<file path="src/rtl/core/s2fd_pkg.sv">
// shared types, status codes and difference unpacking for the steim-2 frame decoder
package s2fd_pkg;

  localparam int unsigned WordW      = 32;
  localparam int unsigned CountW     = 16;
  localparam int unsigned DiffIdxW   = 17;
  localparam int unsigned FrameWords = 16;
  localparam int unsigned PosW       = $clog2(FrameWords);
  localparam int unsigned MaxDiffs   = 7;
  localparam int unsigned DiffCntW   = $clog2(MaxDiffs + 1);

  localparam logic [DiffIdxW-1:0] DiffSat = {DiffIdxW{1'b1}};
  localparam logic [PosW-1:0]     LastPos = PosW'(FrameWords - 1);

  // status codes carried on the result channel
  localparam logic [2:0] ST_OK       = 3'd0;
  localparam logic [2:0] ST_BAD_CODE = 3'd1;
  localparam logic [2:0] ST_OVERFLOW = 3'd2;
  localparam logic [2:0] ST_TOO_FEW  = 3'd3;
  localparam logic [2:0] ST_MISMATCH = 3'd4;
  localparam logic [2:0] ST_PARTIAL  = 3'd5;

  // packing of one data word, from its 2-bit code and its dnib
  typedef enum logic [3:0] {
    FMT_NONE = 4'd0,
    FMT_4X8  = 4'd1,
    FMT_1X30 = 4'd2,
    FMT_2X15 = 4'd3,
    FMT_3X10 = 4'd4,
    FMT_5X6  = 4'd5,
    FMT_6X5  = 4'd6,
    FMT_7X4  = 4'd7,
    FMT_BAD  = 4'd8
  } fmt_e;

  // controller to datapath strobes
  typedef struct packed {
    logic load;
    logic head;
    logic diff;
    logic endc;
    logic fin;
  } s2fd_cmd_t;

  // datapath to controller status
  typedef struct packed {
    logic out_free;
    logic head_to_diff;
    logic diff_last;
    logic failed;
  } s2fd_stat_t;

  function automatic fmt_e fmt_of(input logic [1:0] code, input logic [1:0] dnib);
    fmt_e f;
    f = FMT_BAD;
    case (code)
      2'd0: f = FMT_NONE;
      2'd1: f = FMT_4X8;
      2'd2: begin
        case (dnib)
          2'd1:    f = FMT_1X30;
          2'd2:    f = FMT_2X15;
          2'd3:    f = FMT_3X10;
          default: f = FMT_BAD;
        endcase
      end
      default: begin
        case (dnib)
          2'd0:    f = FMT_5X6;
          2'd1:    f = FMT_6X5;
          2'd2:    f = FMT_7X4;
          default: f = FMT_BAD;
        endcase
      end
    endcase
    return f;
  endfunction

  function automatic logic [DiffCntW-1:0] fmt_count(input fmt_e f);
    logic [DiffCntW-1:0] n;
    case (f)
      FMT_4X8:  n = DiffCntW'(4);
      FMT_1X30: n = DiffCntW'(1);
      FMT_2X15: n = DiffCntW'(2);
      FMT_3X10: n = DiffCntW'(3);
      FMT_5X6:  n = DiffCntW'(5);
      FMT_6X5:  n = DiffCntW'(6);
      FMT_7X4:  n = DiffCntW'(7);
      default:  n = '0;
    endcase
    return n;
  endfunction

  // difference number i of a data word, sign-extended to 32 bits
  function automatic logic signed [WordW-1:0] diff_at(input logic [WordW-1:0] w,
                                                      input fmt_e f,
                                                      input logic [DiffCntW-1:0] i);
    int          ii;
    logic [4:0]  sh;
    logic [31:0] fld;
    logic signed [WordW-1:0] d;
    ii  = int'(i);
    sh  = '0;
    d   = '0;
    case (f)
      FMT_4X8:  sh = 5'(24 - 8 * ii);
      FMT_2X15: sh = 5'(15 - 15 * ii);
      FMT_3X10: sh = 5'(20 - 10 * ii);
      FMT_5X6:  sh = 5'(24 - 6 * ii);
      FMT_6X5:  sh = 5'(25 - 5 * ii);
      FMT_7X4:  sh = 5'(24 - 4 * ii);
      default:  sh = '0;
    endcase
    fld = w >> sh;
    case (f)
      FMT_4X8:  d = {{24{fld[7]}}, fld[7:0]};
      FMT_1X30: d = {{2{w[29]}}, w[29:0]};
      FMT_2X15: d = {{17{fld[14]}}, fld[14:0]};
      FMT_3X10: d = {{22{fld[9]}}, fld[9:0]};
      FMT_5X6:  d = {{26{fld[5]}}, fld[5:0]};
      FMT_6X5:  d = {{27{fld[4]}}, fld[4:0]};
      FMT_7X4:  d = {{28{fld[3]}}, fld[3:0]};
      default:  d = '0;
    endcase
    return d;
  endfunction

endpackage

</file>
<file path="src/rtl/core/steim2_frame_decoder_top.sv">
// top level of the steim-2 frame decoder: configuration registers, sequencer and datapath
//
// Decodes the data region of a steim-2 record, one 32-bit word per input request. Each word
// produces one or more result requests (up to eight); last_o marks the final one belonging to
// a word, and a word that decodes to nothing still gives one empty result (sample_valid_o low,
// status ok). record_start_i clears all record state before the word is used, and the word
// after one flagged record_end_i always begins a new record. A sequencer loads the word, handles
// the frame position, then steps a single 33-bit adder through the packed differences one per
// cycle while the output is not stalled, runs the end-of-record checks and flushes the last
// result. Results leave through an output register, and the next word is taken while the final
// result of the previous one still waits there. Errors (bad code, overflow, too few differences,
// end value mismatch, partial frame) appear as a result with the error status and sample_valid_o
// low, but for an end value mismatch on a difference, which keeps its sample; after one, a
// record gives only empty results until it ends. The user writes the declared sample total
// (offset 0) and big_endian_words (offset 4) through the apb port only while the block is
// idle; the block itself does not enforce it.
module steim2_frame_decoder_top (
  input  logic                                clk_i,
  input  logic                                rst_ni,
  // input word channel
  input  logic                                in_valid_i,
  output logic                                in_stall_o,
  input  logic [s2fd_pkg::WordW-1:0]          raw_word_i,
  input  logic                                record_start_i,
  input  logic                                record_end_i,
  // result channel
  output logic                                out_valid_o,
  input  logic                                out_stall_i,
  output logic signed [s2fd_pkg::WordW-1:0]   sample_value_o,
  output logic                                sample_valid_o,
  output logic [2:0]                          status_o,
  output logic                                last_o,
  // configuration port
  input  logic                                psel,
  input  logic                                penable,
  input  logic                                pwrite,
  input  logic [2:0]                          paddr,
  input  logic [31:0]                         pwdata,
  output logic [31:0]                         prdata,
  output logic                                pready
);
  import s2fd_pkg::*;

  localparam logic REG_NUM_SAMPLES = 1'b0;
  localparam logic REG_BIG_ENDIAN  = 1'b1;

  logic [CountW-1:0] n_samples_q;
  logic              big_endian_q;
  logic              cfg_wr;

  s2fd_cmd_t  cmd;
  s2fd_stat_t stat;

  // register write completes in the access phase; no wait states
  assign pready = 1'b1;
  assign cfg_wr = psel && penable && pwrite && pready;

  always_ff @(posedge clk_i or negedge rst_ni) begin
    if (!rst_ni) begin
      n_samples_q  <= '0;
      big_endian_q <= 1'b1;
    end else if (cfg_wr) begin
      case (paddr[2])
        REG_NUM_SAMPLES: n_samples_q  <= pwdata[CountW-1:0];
        REG_BIG_ENDIAN:  big_endian_q <= pwdata[0];
        default:         n_samples_q  <= n_samples_q;
      endcase
    end
  end

  // readback of the two registers
  always_comb begin
    case (paddr[2])
      REG_NUM_SAMPLES: prdata = {{(32 - CountW){1'b0}}, n_samples_q};
      REG_BIG_ENDIAN:  prdata = {31'd0, big_endian_q};
      default:         prdata = '0;
    endcase
  end

  // sequencer: one word at a time, a step per cycle whenever the output side has room
  s2fd_ctrl u_ctrl (
    .clk_i      (clk_i),
    .rst_ni     (rst_ni),
    .in_valid_i (in_valid_i),
    .in_stall_o (in_stall_o),
    .stat_i     (stat),
    .cmd_o      (cmd)
  );

  // frame tracking, unpacking, integration and the output register
  s2fd_datapath u_datapath (
    .clk_i              (clk_i),
    .rst_ni             (rst_ni),
    .cmd_i              (cmd),
    .stat_o             (stat),
    .n_samples_i        (n_samples_q),
    .big_endian_words_i (big_endian_q),
    .raw_word_i         (raw_word_i),
    .record_start_i     (record_start_i),
    .record_end_i       (record_end_i),
    .out_valid_o        (out_valid_o),
    .out_stall_i        (out_stall_i),
    .sample_value_o     (sample_value_o),
    .sample_valid_o     (sample_valid_o),
    .status_o           (status_o),
    .last_o             (last_o)
  );

endmodule

</file>
<file path="src/rtl/core/s2fd_ctrl.sv">
// sequencer for the steim-2 frame decoder: word load, head, difference steps, end checks, flush
module s2fd_ctrl (
  input  logic                clk_i,
  input  logic                rst_ni,
  input  logic                in_valid_i,
  output logic                in_stall_o,
  input  s2fd_pkg::s2fd_stat_t stat_i,
  output s2fd_pkg::s2fd_cmd_t  cmd_o
);
  import s2fd_pkg::*;

  typedef enum logic [4:0] {
    S_IDLE = 5'b00001,
    S_WORD = 5'b00010,
    S_DIFF = 5'b00100,
    S_ENDC = 5'b01000,
    S_FIN  = 5'b10000
  } state_e;

  state_e state_q, state_d;

  always_comb begin
    state_d = state_q;
    cmd_o   = '0;
    case (state_q)
      S_IDLE: begin
        if (in_valid_i) begin
          cmd_o.load = 1'b1;
          state_d    = S_WORD;
        end
      end
      S_WORD: begin
        if (stat_i.out_free) begin
          cmd_o.head = 1'b1;
          state_d    = stat_i.head_to_diff ? S_DIFF : S_ENDC;
        end
      end
      S_DIFF: begin
        if (stat_i.out_free) begin
          cmd_o.diff = 1'b1;
          if (stat_i.diff_last || stat_i.failed) begin
            state_d = S_ENDC;
          end
        end
      end
      S_ENDC: begin
        if (stat_i.out_free) begin
          cmd_o.endc = 1'b1;
          state_d    = S_FIN;
        end
      end
      S_FIN: begin
        if (stat_i.out_free) begin
          cmd_o.fin = 1'b1;
          state_d   = S_IDLE;
        end
      end
      default: state_d = S_IDLE;
    endcase
  end

  always_ff @(posedge clk_i or negedge rst_ni) begin
    if (!rst_ni) begin
      state_q <= S_IDLE;
    end else begin
      state_q <= state_d;
    end
  end

  assign in_stall_o = (state_q != S_IDLE);

endmodule

</file>
<file path="src/rtl/core/s2fd_datapath.sv">
// frame tracking, difference unpacking, integration, pending item and output register
module s2fd_datapath (
  input  logic                         clk_i,
  input  logic                         rst_ni,
  input  s2fd_pkg::s2fd_cmd_t          cmd_i,
  output s2fd_pkg::s2fd_stat_t         stat_o,
  input  logic [s2fd_pkg::CountW-1:0]  n_samples_i,
  input  logic                         big_endian_words_i,
  input  logic [s2fd_pkg::WordW-1:0]   raw_word_i,
  input  logic                         record_start_i,
  input  logic                         record_end_i,
  output logic                         out_valid_o,
  input  logic                         out_stall_i,
  output logic signed [s2fd_pkg::WordW-1:0] sample_value_o,
  output logic                         sample_valid_o,
  output logic [2:0]                   status_o,
  output logic                         last_o
);
  import s2fd_pkg::*;

  // per-word registers
  logic [WordW-1:0]    word_q;
  logic                rend_q;
  logic [DiffCntW-1:0] dcnt_q, dcnt_d;

  // record state
  logic [PosW-1:0]          pos_q, pos_d;
  logic                     first_q, first_d;
  logic [15:0][1:0]         ctrl_q, ctrl_d;
  logic [WordW-1:0]         xn_q, xn_d;
  logic [WordW-1:0]         run_q, run_d;
  logic [DiffIdxW-1:0]      didx_q, didx_d;
  logic                     failed_q, failed_d;

  // pending item, held until it is known whether another item follows
  logic              pend_valid_q, pend_valid_d;
  logic [WordW-1:0]  pend_val_q, pend_val_d;
  logic              pend_vld_q, pend_vld_d;
  logic [2:0]        pend_st_q, pend_st_d;

  // output register
  logic              out_valid_q, out_valid_d;
  logic [WordW-1:0]  out_val_q;
  logic              out_vld_q;
  logic [2:0]        out_st_q;
  logic              out_last_q;

  logic              out_free;
  logic              push;
  logic [WordW-1:0]  push_val;
  logic              push_vld;
  logic [2:0]        push_st;
  logic              push_last;

  logic              gen;
  logic [WordW-1:0]  gen_val;
  logic              gen_vld;
  logic [2:0]        gen_st;

  logic [WordW-1:0]        swapped;
  logic [1:0]              code;
  fmt_e                    fmt;
  logic [DiffCntW-1:0]     nd;
  logic signed [WordW-1:0] dval;
  logic [WordW:0]          sum;
  logic                    ovf;
  logic                    in_range;
  logic [DiffIdxW-1:0]     sc_ext;
  logic                    special;

  assign swapped  = big_endian_words_i ? raw_word_i
                  : {raw_word_i[7:0], raw_word_i[15:8], raw_word_i[23:16], raw_word_i[31:24]};
  assign code     = ctrl_q[~pos_q];
  assign fmt      = fmt_of(code, word_q[31:30]);
  assign nd       = fmt_count(fmt);
  assign dval     = diff_at(word_q, fmt, dcnt_q);
  assign sum      = {run_q[WordW-1], run_q} + {dval[WordW-1], dval};
  assign ovf      = sum[WordW] ^ sum[WordW-1];
  assign sc_ext   = {1'b0, n_samples_i};
  assign in_range = (didx_q != '0) && (didx_q < sc_ext);
  assign special  = (pos_q == '0) || (first_q && ((pos_q == PosW'(1)) || (pos_q == PosW'(2))));
  assign out_free = !out_valid_q || !out_stall_i;

  assign stat_o.out_free     = out_free;
  assign stat_o.head_to_diff = !failed_q && !special && (nd != '0);
  assign stat_o.diff_last    = (dcnt_q == nd - DiffCntW'(1));
  assign stat_o.failed       = failed_q;

  always_comb begin
    pos_d        = pos_q;
    first_d      = first_q;
    ctrl_d       = ctrl_q;
    xn_d         = xn_q;
    run_d        = run_q;
    didx_d       = didx_q;
    failed_d     = failed_q;
    dcnt_d       = dcnt_q;
    gen          = 1'b0;
    gen_val      = '0;
    gen_vld      = 1'b0;
    gen_st       = ST_OK;

    if (cmd_i.load) begin
      dcnt_d = '0;
      if (record_start_i) begin
        pos_d    = '0;
        first_d  = 1'b1;
        ctrl_d   = '0;
        xn_d     = '0;
        run_d    = '0;
        didx_d   = '0;
        failed_d = 1'b0;
      end
    end

    if (cmd_i.head && !failed_q) begin
      if (pos_q == '0) begin
        ctrl_d = word_q;
      end else if (first_q && (pos_q == PosW'(1))) begin
        // first sample of the record
        run_d = word_q;
        if (n_samples_i != '0) begin
          gen     = 1'b1;
          gen_val = word_q;
          gen_vld = 1'b1;
        end
      end else if (first_q && (pos_q == PosW'(2))) begin
        // end constant; a one-sample record is checked right here
        xn_d = word_q;
        if ((n_samples_i == CountW'(1)) && (run_q != word_q)) begin
          gen      = 1'b1;
          gen_st   = ST_MISMATCH;
          failed_d = 1'b1;
        end
      end else if (fmt == FMT_BAD) begin
        gen      = 1'b1;
        gen_st   = ST_BAD_CODE;
        failed_d = 1'b1;
      end
    end

    if (cmd_i.diff && !failed_q) begin
      dcnt_d = dcnt_q + DiffCntW'(1);
      if (didx_q != DiffSat) begin
        didx_d = didx_q + DiffIdxW'(1);
      end
      if (in_range) begin
        gen = 1'b1;
        if (ovf) begin
          gen_st   = ST_OVERFLOW;
          failed_d = 1'b1;
        end else begin
          run_d   = sum[WordW-1:0];
          gen_val = sum[WordW-1:0];
          gen_vld = 1'b1;
          if ((didx_q + DiffIdxW'(1) == sc_ext) && (sum[WordW-1:0] != xn_q)) begin
            gen_st   = ST_MISMATCH;
            failed_d = 1'b1;
          end
        end
      end
    end

    if (cmd_i.endc) begin
      if (rend_q && !failed_q) begin
        if (pos_q != LastPos) begin
          gen    = 1'b1;
          gen_st = ST_PARTIAL;
        end else if ((n_samples_i > CountW'(1)) && (didx_q < sc_ext)) begin
          gen    = 1'b1;
          gen_st = ST_TOO_FEW;
        end
      end
      if (rend_q) begin
        pos_d    = '0;
        first_d  = 1'b1;
        ctrl_d   = '0;
        xn_d     = '0;
        run_d    = '0;
        didx_d   = '0;
        failed_d = 1'b0;
      end else begin
        if (pos_q == LastPos) begin
          first_d = 1'b0;
        end
        pos_d = pos_q + PosW'(1);
      end
    end
  end

  // pending item and output register movement
  always_comb begin
    pend_valid_d = pend_valid_q;
    pend_val_d   = pend_val_q;
    pend_vld_d   = pend_vld_q;
    pend_st_d    = pend_st_q;
    push         = 1'b0;
    push_val     = pend_val_q;
    push_vld     = pend_vld_q;
    push_st      = pend_st_q;
    push_last    = 1'b0;
    if (gen) begin
      push         = pend_valid_q;
      pend_valid_d = 1'b1;
      pend_val_d   = gen_val;
      pend_vld_d   = gen_vld;
      pend_st_d    = gen_st;
    end
    if (cmd_i.fin) begin
      push         = 1'b1;
      push_last    = 1'b1;
      pend_valid_d = 1'b0;
      if (!pend_valid_q) begin
        push_val = '0;
        push_vld = 1'b0;
        push_st  = ST_OK;
      end
    end
    if (push) begin
      out_valid_d = 1'b1;
    end else if (out_valid_q && !out_stall_i) begin
      out_valid_d = 1'b0;
    end else begin
      out_valid_d = out_valid_q;
    end
  end

  always_ff @(posedge clk_i or negedge rst_ni) begin
    if (!rst_ni) begin
      pos_q        <= '0;
      first_q      <= 1'b1;
      ctrl_q       <= '0;
      xn_q         <= '0;
      run_q        <= '0;
      didx_q       <= '0;
      failed_q     <= 1'b0;
      dcnt_q       <= '0;
      pend_valid_q <= 1'b0;
      out_valid_q  <= 1'b0;
    end else begin
      pos_q        <= pos_d;
      first_q      <= first_d;
      ctrl_q       <= ctrl_d;
      xn_q         <= xn_d;
      run_q        <= run_d;
      didx_q       <= didx_d;
      failed_q     <= failed_d;
      dcnt_q       <= dcnt_d;
      pend_valid_q <= pend_valid_d;
      out_valid_q  <= out_valid_d;
    end
  end

  always_ff @(posedge clk_i) begin
    if (cmd_i.load) begin
      word_q <= swapped;
      rend_q <= record_end_i;
    end
    pend_val_q <= pend_val_d;
    pend_vld_q <= pend_vld_d;
    pend_st_q  <= pend_st_d;
    if (push) begin
      out_val_q  <= push_val;
      out_vld_q  <= push_vld;
      out_st_q   <= push_st;
      out_last_q <= push_last;
    end
  end

  assign out_valid_o    = out_valid_q;
  assign sample_value_o = out_val_q;
  assign sample_valid_o = out_vld_q;
  assign status_o       = out_st_q;
  assign last_o         = out_last_q;

  // the flush step always leaves the pending slot empty
  a_fin_clears_pend: assert property (@(posedge clk_i) disable iff (!rst_ni)
    cmd_i.fin |=> !pend_valid_q)
    else $error("pending item survived the flush step");

  // the difference count only moves forward inside a record
  a_didx_monotonic: assert property (@(posedge clk_i) disable iff (!rst_ni)
    !(cmd_i.load && record_start_i) && !(cmd_i.endc && rend_q) |=> didx_q >= $past(didx_q))
    else $error("difference index went backward inside a record");

  // a failed record generates no further items in its head, difference or end-check steps
  a_failed_silent: assert property (@(posedge clk_i) disable iff (!rst_ni)
    failed_q && (cmd_i.head || cmd_i.diff || cmd_i.endc) |-> !gen)
    else $error("item generated after the record failed");

  // a sample carries only ok or end mismatch
  a_sample_status: assert property (@(posedge clk_i) disable iff (!rst_ni)
    out_valid_q && out_vld_q |-> (out_st_q == ST_OK) || (out_st_q == ST_MISMATCH))
    else $error("sample item with an error status");

endmodule

</file>
<file path="config.mk">
export PLATFORM = sky130hd
export DESIGN_NAME = steim2_frame_decoder_top
export DESIGN_NICKNAME = d
export VERILOG_FILES = /design/src/rtl/core/s2fd_pkg.sv /design/src/rtl/core/steim2_frame_decoder_top.sv /design/src/rtl/core/s2fd_ctrl.sv /design/src/rtl/core/s2fd_datapath.sv
export SDC_FILE = /design/constraint.sdc
export NUM_CORES = 1
export LEC_CHECK = 0
export ABC_AREA = 1
export BUFFER_PORTS_ARGS = -buffer_cell sky130_fd_sc_hd__buf_2
export CORE_MARGIN = 2
export CORE_UTILIZATION = 35
export CTS_BUF_LIST = sky130_fd_sc_hd__clkbuf_16
export CTS_CLUSTER_SIZE = 8
export DETAILED_ROUTE_END_ITERATION = 8
export GPL_TIMING_DRIVEN = 1
export PLACE_DENSITY_LB_ADDON = 0.25
export SLEW_MARGIN = 0
export SYNTH_ARGS = -nofsm -noshare
export SYNTH_HDL_FRONTEND = slang
export SYNTH_HIERARCHICAL = 1
export SYNTH_SLANG_ARGS = --single-unit
</file>
<file path="constraint.sdc">
create_clock -name clk_i -period 6.3 [get_ports clk_i]
set_input_delay 1.26 -clock clk_i [delete_from_list [all_inputs] [get_ports clk_i]]
set_output_delay 1.26 -clock clk_i [all_outputs]
set_load 0.02 [all_outputs]
</file>
==> summary.txt <==
Final ANT Viol Nets: 0
# rows: 84
Grt total ovfl: 0
Insertion delay to the later sink of the worst-skew pair: 0.57 ns
Clk_skew: 0.0267 ns
Via count: 19000
Setup CP Type: reg -> reg
Post-layout min period: 6.14 ns
Cells after Synth: 2522
Die ar.: 0.0552 mm^2
First-pass GRT wire length: 102000 um
WL final: 67600 um
Crit-path leading delay family: simple AND/OR/NAND/NOR gates
Hold path startpoint: n_samples_q[9]$_DFFE_PN0P_
Synth cell count leaders: nand2_1 (560), nand3_1 (299), inv_1 (294)
Mapped Area: 0.0187 mm^2
Vias in the first global route: 18000
Max VDD drop: 0.257 mV
Setup TNS: 0 ns
Sink Count: 252
Pwr dens: 605 mW/mm^2
Synth area leader: dfrtp_1
Worst Path Arrival: 6.46 ns
Ys Warns: 6
Setup crit start: u_datapath/pos_q[0]$_DFFE_PN0P_
Die W: 235 um
CP Buf/Inv Count: 7
Ys async rst share: 57.9%
Maxcap violations: 0
# DRC: 0
WHS: 0.494 ns
DP Worst Slack: -0.467 ns
Crit path max-delay cell type: dfrtp_2
Maximum fanout along the worst path: 16
Final setup margin: 0.156 ns
Max transition margin: 24.1%
Antenna Cells: 0
CTS tree: done
Worst r2r src: u_datapath/pos_q[0]$_DFFE_PN0P_
# IOs: 148
Nets: 3044
Placed insts: 3509
Synth top area share: 19.2%
Share of cells above drive strength 1: 24.8%
Tightest Hold Check Type: reg -> reg
Largest stage delay on the critical path: 0.43 ns
Vias/cell: 5.25
Yosys reg bits: 252
CP dominant cell by count: nand2_1
Worst Max-Slew Pin Slew: 1.14 ns
Final setup viols: 0
Top-count cell post-synth: nand2_1
Outcome: completed
Chip height: 235 um
Synth top area cells: dfrtp_1 (19%), edfxtp_1 (17%), nand2_1 (11%), nand3_1 (8.0%), inv_1 (5.9%)
Core footprint: 0.0527 mm^2
Tot GR Track Use: 23.5%
Worst Setup End Kind: flip-flop
Final hold vios: 0
WP data required: 6.62 ns
Layout Cell Area excl Fill: 0.0241 mm^2
Top FF cell, synth: dfrtp_1
Max-slew violations: 0
PortBufs: 112
Clock root buffer: clkbuf_16
EDFF count, synth: 106
H-tree depth: 2
Post-synthesis sequential area ratio: 36.6%
Max clock buf depth: 3
CTS clk-pin slew, worst paths: 0.05 ns
Overall power: 14.6 mW
Tcrit/Tclk final: 97.5%
WL per Instance: 18.7 um
Num CTS Buffers: 39
RSZ-0062 raised after global routing: true
Dpl hpwl: 49800 um
Layout Utilization: 45.9%
Leakage power: 11.9 nW
Syn-to-layout area delta: 29.3%
Mapped Avg Cell Area: 7.40 um^2
Initial antenna violation count: 0
Initial Utilization: 35.5%
Fmax: 0.163 GHz
DR iter-0 viols: 1585
Area after DPL: 0.0219 mm^2
Largest net degree at the start of global routing: 124
Pre-antenna DRT Iters: 6
Synth unique cells: 62
Startpoint Class: flip-flop
Non-Filler Instances: 3611
GPL Wtd Cong: 0.941
## power breakdown
group / switching [mW] / internal [mW]
Clock: 0.781 / 1.14
Combinational: 5.85 / 4.46
Sequential: 0.304 / 2.06
Total: 6.93 / 7.66
## final cells by class
type	instances	area, um^2
Clock inverter	29	141
Fill cell	5238	28500
Timing Repair Buffer	442	3450
Clock buffer	40	1000
Multi-Input combinational cell	1850	10700
Inverter	310	1190
Tap cell	688	861
Sequential cell	252	6840
## timing repair
action / 4_1_cts / 5_1_grt
setup endpoints to repair: 68 / 69
gates cloned: 0 / 7
pin swaps: 2 / 35
hold buffers: 0 / 0
setup buffers: 3 / 23
gates resized for setup: 26 / 166
## flip-flops by register name, summed over array words and instances (netlist names), 3 cells and up
signal                     count
u_datapath/xn_q               32
u_datapath/ctrl_q             32
u_datapath/pos_q               4
u_ctrl/state_q                 5
u_datapath/word_q             32
u_datapath/sample_value_o     32
n_samples_q                   16
u_datapath/pend_st_q           3
u_datapath/dcnt_q              3
u_datapath/status_o            3
u_datapath/didx_q             17
u_datapath/pend_val_q         32
u_datapath/run_q              32
## worst min-delay path, cell delays in order (launching register included)
cell     delay (ns)
dfrtp_1        0.36
nand2_1        0.06
nand2_1        0.05
## cell usage in the layout (no fill, tap or decap), drive strengths merged, types with 8 or more instances in the layout
master	netlist	final
nand4	35	35
dfrtp	143	143
a211oi	35	35
nor2	226	226
xor2	52	52
o211ai	33	33
ha	68	68
buf	68	437
o22ai	18	18
o21ai	143	143
inv	307	331
or2	8	8
xnor2	42	42
a21oi	165	165
conb	2	17
clkinv	3	8
nand2	599	601
nand3	322	322
edfxtp	106	106
nor4	13	13
clkbuf	59	45
nor3	25	25
nand3b	9	9
## worst paths after layout
path	end	cells past startpoint	slack [ns]
max reg2reg	u_datapath/pend_st_q[2]$_DFFE_PP_	42	0.16
min	n_samples_q[9]$_DFFE_PN0P_	2	0.49
min reg2reg	n_samples_q[9]$_DFFE_PN0P_	2	0.49
max	u_datapath/pend_st_q[2]$_DFFE_PP_	42	0.16
max in group asynchronous	u_datapath/pos_q[0]$_DFFE_PN0P_	2	4.61
min in group asynchronous	u_datapath/didx_q[7]$_DFF_PN0_	1	0.57
## layer usage
metal,GRT usage (%),up-vias,wire length (um)
met3,2.93,143,3410
met4,10.8,0,3350
met1,30.9,9110,29200
met5,0,-,0
met2,38.4,578,31700
li1,-,9124,-
## kinds of logic after synthesis
| group | Yosys count | share of synthesized area (%) |
|---|---|---|
| other | 2 | 0.0402 |
| flip-flops | 252 | 36.6 |
| buffers and inverters | 437 | 10.4 |
| AO/OA/AOI/OAI | 423 | 12.8 |
| XOR/XNOR | 94 | 4.41 |
| AND/OR/NAND/NOR | 1241 | 30.6 |
| adder cells (fa/ha/maj) | 73 | 5.09 |
Note: power is estimated with default switching activity, not from simulation.
